$ cat config.mk
export PLATFORM = sky130hd
export DESIGN_NAME = csm_div
export DESIGN_NICKNAME = d
export VERILOG_FILES = /design/src/rtl/core/csm_div.sv
export SDC_FILE = /design/constraint.sdc
export NUM_CORES = 1
export LEC_CHECK = 0
export ABC_AREA = 1
export BUFFER_PORTS_ARGS = -buffer_cell sky130_fd_sc_hd__buf_2
export CAP_MARGIN = 20
export CORE_MARGIN = 2
export CORE_UTILIZATION = 45
export DETAILED_ROUTE_END_ITERATION = 7
export PLACE_DENSITY = 0.7
export SETUP_SLACK_MARGIN = 0.02
export SYNTH_ARGS = -nofsm -noshare
export SYNTH_HDL_FRONTEND = slang
export SYNTH_SLANG_ARGS = --single-unit
$ cat constraint.sdc
create_clock -name i_clk -period 1.7 [get_ports i_clk]
set_input_delay 0.255 -clock i_clk [delete_from_list [all_inputs] [get_ports i_clk]]
set_output_delay 0.255 -clock i_clk [all_outputs]
set_load 0.03 [all_outputs]
$ cat src/rtl/core/csm_div.sv
`default_nettype none
module csm_div #(
    parameter int NUM_W = 11,
    parameter int DEN_W = 7
) (
    input  wire logic             i_clk,
    input  wire logic             i_rst_n,
    input  wire logic             i_start,
    input  wire logic [NUM_W-1:0] i_num,
    input  wire logic [DEN_W-1:0] i_den,
    output logic                  o_busy,
    output logic      [NUM_W-1:0] o_quot
);
    localparam int CNT_W = $clog2(NUM_W + 1);

    logic [CNT_W-1:0] r_cnt;
    logic [DEN_W:0]   r_rem;
    logic [NUM_W-1:0] r_quo;
    logic [DEN_W-1:0] r_den;
    logic [DEN_W:0]   trial;
    logic             fits;

    // Restoring division, one quotient bit per cycle
    assign trial = {r_rem[DEN_W-1:0], r_quo[NUM_W-1]};
    assign fits  = trial >= {1'b0, r_den};

    always_ff @(posedge i_clk) begin
        if (!i_rst_n) begin
            r_cnt <= '0;
        end else if (i_start) begin
            r_cnt <= CNT_W'(NUM_W);
        end else if (r_cnt != '0) begin
            r_cnt <= r_cnt - CNT_W'(1);
        end
    end

    always_ff @(posedge i_clk) begin
        if (i_start) begin
            r_rem <= '0;
            r_quo <= i_num;
            r_den <= i_den;
        end else if (r_cnt != '0) begin
            r_rem <= fits ? (trial - {1'b0, r_den}) : trial;
            r_quo <= {r_quo[NUM_W-2:0], fits};
        end
    end

    assign o_busy = r_cnt != '0;
    assign o_quot = r_quo;

endmodule
`default_nettype wire

# After elaboration in Yosys (flattened, before gate mapping)
# Index checks and enable logic that the tools add are counted.
# word_totals
regBits	29
in_bits	21
# classes
n_addsub	2
magnitude_cmp	1
n_mux	5
bitwise	1
n_reduce_logical	3
# ops
cell	count
two-way mux 11 bit	2
>= comparator 8 x 7 -> 1 bit	1
two-way mux 4 bit	2
two-way mux 7 bit	1
subtractor 7 bit	1
nonzero test 4 bit	1
subtractor 4 x 1 -> 4 bit, second input constant	1
nonzero test 2 bit	1
OR reduction 2 bit	1
NOT 1 bit	1

# Depth between registers and ports, before layout
# depth
depth_word	3
depth_mapped	11
mapped_depth_nobuf	11

# Worst setup path before layout
# No wires, ideal clock.
# synth_path
path_kind	flip-flop to flip-flop
from	register r_quo[10], in the netlist o_quot[10]
to	register r_rem[5]
setup_ps	113
t_arrival_ps	1824
setup_slack_ps	-237
stages_incl_launch_ff	12
period_less_slack_ps	1937
path_cell_list	edfxtp_1 > inv_1 > ha_1 > fa_1 > inv_1 > nand3_1 > nand2_1 > nand2_1 > nand3_4 > nand3_1 > nand3_1 > nand2_1
# synth_via
elab_chain_len	2
# synth_rtl
element	line	source
from (decl)	18	logic [NUM_W-1:0] r_quo;
from (signal assigned)	40	r_quo <= i_num;
from (signal assigned)	44	r_quo <= {r_quo[NUM_W-2:0], fits};
subtractor 7 bit or >= comparator 8 x 7 -> 1 bit (tied branches)	43, 25	
two-way mux 7 bit *	43	r_rem <= fits ? (trial - {1'b0, r_den}) : trial;
to (signal assigned)	43	
to (decl)	17	logic [DEN_W:0] r_rem;
# Mark *: on every way between the ends. The rest lies on a longest branch, timed or not.
# A chain may end at the register's enable or synchronous reset.

# Worst setup path after layout
# layout_path
from	register r_den[0]
to	register r_rem[5]
# layout_via
elab_chain_len	2
# layout_rtl
element	line	source
from (decl)	19	logic [DEN_W-1:0] r_den;
from (signal assigned)	41	r_den <= i_den;
subtractor 7 bit or >= comparator 8 x 7 -> 1 bit (tied branches)	43, 25	
two-way mux 7 bit *	43	
# Marked as above.

==> impl_metrics.toml <==
[timing]
tightest_slew_ns = 0.512
setup_viol = 0
slew_violations = 0
period_share_pct = 98.3
setup_slack_ns = 0.0294
hold_violations = 0
setup-tns-final_ns = 0
fin_worst_skew_ns = 0.0146
max_freq_mhz = 599
rsz0062_at_grt = "yes"
period_minus_slack_ns = 1.67
max_slew_margin_pct = 65.8

[yosys]
synth_compound_area_share_pct = 3.95
synth_top_family_by_area = "simple AND/OR/NAND/NOR gates"
synth_cell_types = 23
yosysTopAreaCellShare_pct = 34.8
yosys.area_share.adder_pct = 6.94
synthMostInstantiatedCell = "nand2_1"
syn-num-nets = 220
synthSimpleGateAreaFrac_pct = 30.9
yosys_most_used_dff = "edfxtp_1"
synthArstFlopShare_pct = 0
syn-instance-count = 191
synth-xor-area-share_pct = 1.69
ys_ff_latch = 29
ys_seq_area_share_pct = 49.0
yosysWarnings = 0
synth.area.mux_share_pct = 0
syn-cell-area_mm2 = 0.00155
ys_top_cells_by_area = "edfxtp_1 (35%), nand2_1 (19%), dfxtp_1 (14%)"
synth_common_cells = "nand2_1 (77), inv_1 (28), edfxtp_1 (18)"
yosysTopAreaCell = "edfxtp_1"
avgSynthCellArea_um2 = 8.12
synth_edf_count = 18

[placement]
preCtsSetupSlack_ns = -0.0298
port-buffer-count = 32
hpwlAfterDp_um = 2380
globalplace.congestion = 0.818

[power_and_ir_drop]
switching_share_pct = 40.9
power.internal_uw = 1700
p_clk_share_pct = 14.1
ir_drop_uv = 697
p_seq_share_pct = 34.4
p_leak_uw = 0.00103
power.density_mw_per_mm2 = 1430
power_frac_comb_pct = 51.5
p_sw_uw = 1180

[route]
drtIter0Drc = 29
routed_wirelength_um = 3230
ant_nets = 0
drtPass1Iterations = 4
viasPerCell = 4.63
post_drt_wl_per_cell_um = 11.1
drc_errors = 0
via_count = 1347

[worst_setup_path]
crit_buf_inv = 1
startpoint = "r_den[0]"
critPathMaxStageDelay_ns = 0.43
critPathLaunchType = "flip-flop"
worstReg2RegStart = "r_den[0]"
critPathKind = "flip-flop to flip-flop"
slowest_stage = "edfxtp_1"
critPathCaptureType = "flip-flop"
crit_family = "simple AND/OR/NAND/NOR gates"
path_cells = "ha_4, fa_2, inv_2, nand3_2, nand2_4, nand2_4, nand3_4, nand3_2, nand3_1, nand2_1"
critical_path.max_fanout = 7
worstPathRequired_ns = 1.93
crit_arrival_ns = 1.90

[die]
die_area_mm2 = 0.00393
die-width_um = 62.7
die_y_um = 62.7
start_util_pct = 46.9
floorplan.core_area_mm2 = 0.00331
io_pins = 33
row_count = 21

[cts]
cts_sinks = 29
cts_tree = "yes"
numCtsBuffers = 5
cts.path.max_buffers = 2
htreeDepth = 2
clock_latency_ns = 0.33
clk_pin_slew_ns = 0.09
root_buffer = "clkbuf_4"

[grt]
grt_pass1_vias = 1184
grt_max_degree = 20
grt_overflow = 0
antenna_found_initial = 0
grt_pass1_wl_um = 5130
track_usage_pct = 16.9

[cells_and_area]
antenna_cells = 0
final_layout_size_suffix_gt1_share_pct = 31.0
nets = 273
area_delta_synth_final_pct = 30.5

[run]
cap_violations = 0

[worst_hold_path]
worstHoldStart = "i_den[5]"
hold_class = "input port to flip-flop"

[run_status]
status = "complete, no violations"
## sequential cells by signal, indices dropped and copies added, names as in the netlist
register / count
r_den: 7
r_rem: 7
r_cnt: 4
o_quot: 11
## metal layers
metal / vias to the layer above / global-route usage (%) / part of all wire (%)
met4: 0 / 7.78 / 2.2
met1: 602 / 21.7 / 45
met3: 7 / 5.05 / 3.9
met2: 20 / 26.1 / 49
li1: 718 / - / -
met5: - / 0 / 0
## logic make-up after synthesis
| logic type | Yosys count |
|---|---|
| AND/OR/NAND/NOR | 111 |
| XOR/XNOR | 3 |
| flip-flops | 29 |
| AO/OA/AOI/OAI | 9 |
| buffers and inverters | 31 |
| adder cells (fa/ha/maj) | 8 |
## cell type report
| type | count | area [µm²] |
|---|---|---|
| sequential | 29 | 761 |
| inverter | 29 | 109 |
| timing repair buffer | 48 | 280 |
| multi-input combinational | 131 | 762 |
| tap | 46 | 57.6 |
| clock inverter | 3 | 17.5 |
| fill | 311 | 1290 |
| clock buffer | 5 | 37.5 |
## worst paths after layout
check	to	slack, ns	depth (start not counted)
min	r_den[5]	0.1	1
max reg2reg	r_rem[5]	0.03	10
min reg2reg	r_rem[4]	0.48	2
max	r_rem[5]	0.03	10
## metrics by stage
stage / std cells / util [%] / area (µm²) / hold WS [ns] / total power, µW
final: 291 / 61.1 / 2020 / 0.0959 / 2890
after floorplan: 191 / - / 1570 / 0.334 / 1900
after global routing: 291 / 61.1 / 2020 / 0.0693 / 3100
after detailed placement: 276 / 55.9 / 1850 / 0.433 / 2250
after global placement: 276 / 55.9 / 1850 / 0.431 / 2230
after CTS: 285 / 58.3 / 1930 / 0.0813 / 2700
## layout by cell type, fill, tap and decap left out
| cell type | Yosys | routed |
|---|---|---|
| edfxtp_1 | 18 | 18 |
| xor2_1 | 2 | 2 |
| clkbuf_4 | 0 | 5 |
| nand2_1 | 77 | 73 |
| dfxtp_1 | 11 | 11 |
| or2_1 | 1 | 1 |
| nor4_1 | 1 | 1 |
| buf_2 | 0 | 32 |
| a31oi_1 | 1 | 1 |
| nand3_1 | 17 | 14 |
| clkinvlp_4 | 0 | 1 |
| ha_1 | 7 | 5 |
| nor2_2 | 1 | 2 |
| ha_4 | 0 | 2 |
| nand4_1 | 2 | 2 |
| nand3_2 | 0 | 3 |
| nand3b_1 | 4 | 4 |
| inv_1 | 28 | 26 |
| a21oi_4 | 1 | 1 |
| nor2_1 | 7 | 4 |
| nand3_4 | 1 | 1 |
| o21ai_0 | 1 | 1 |
| fa_2 | 0 | 1 |
| a21oi_1 | 5 | 5 |
| inv_2 | 1 | 3 |
| clkinv_2 | 0 | 2 |
| nand2_2 | 0 | 2 |
| buf_4 | 0 | 16 |
| nor2_4 | 0 | 2 |
| nand2_4 | 0 | 2 |
| xnor2_1 | 1 | 1 |
| o21ai_4 | 0 | 1 |
## what timing repair did
item,4_1_cts,5_1_grt
endpoints found under the hold margin,0,0
resized for setup,3,11
pin swaps,0,2
setup buffers,1,6
hold buffers,0,0
setup endpoints to repair,8,9
## power groups by stage
stage | Sequential, µW | Clock [µW] | Combinational (µW)
floorplan | 1070 | 0 | 832
global placement | 998 | 0 | 1230
detailed placement | 1000 | 0 | 1250
CTS | 985 | 421 | 1300
global route | 1010 | 458 | 1630
finish | 993 | 407 | 1490
Power figures use the tool's default switching activity.
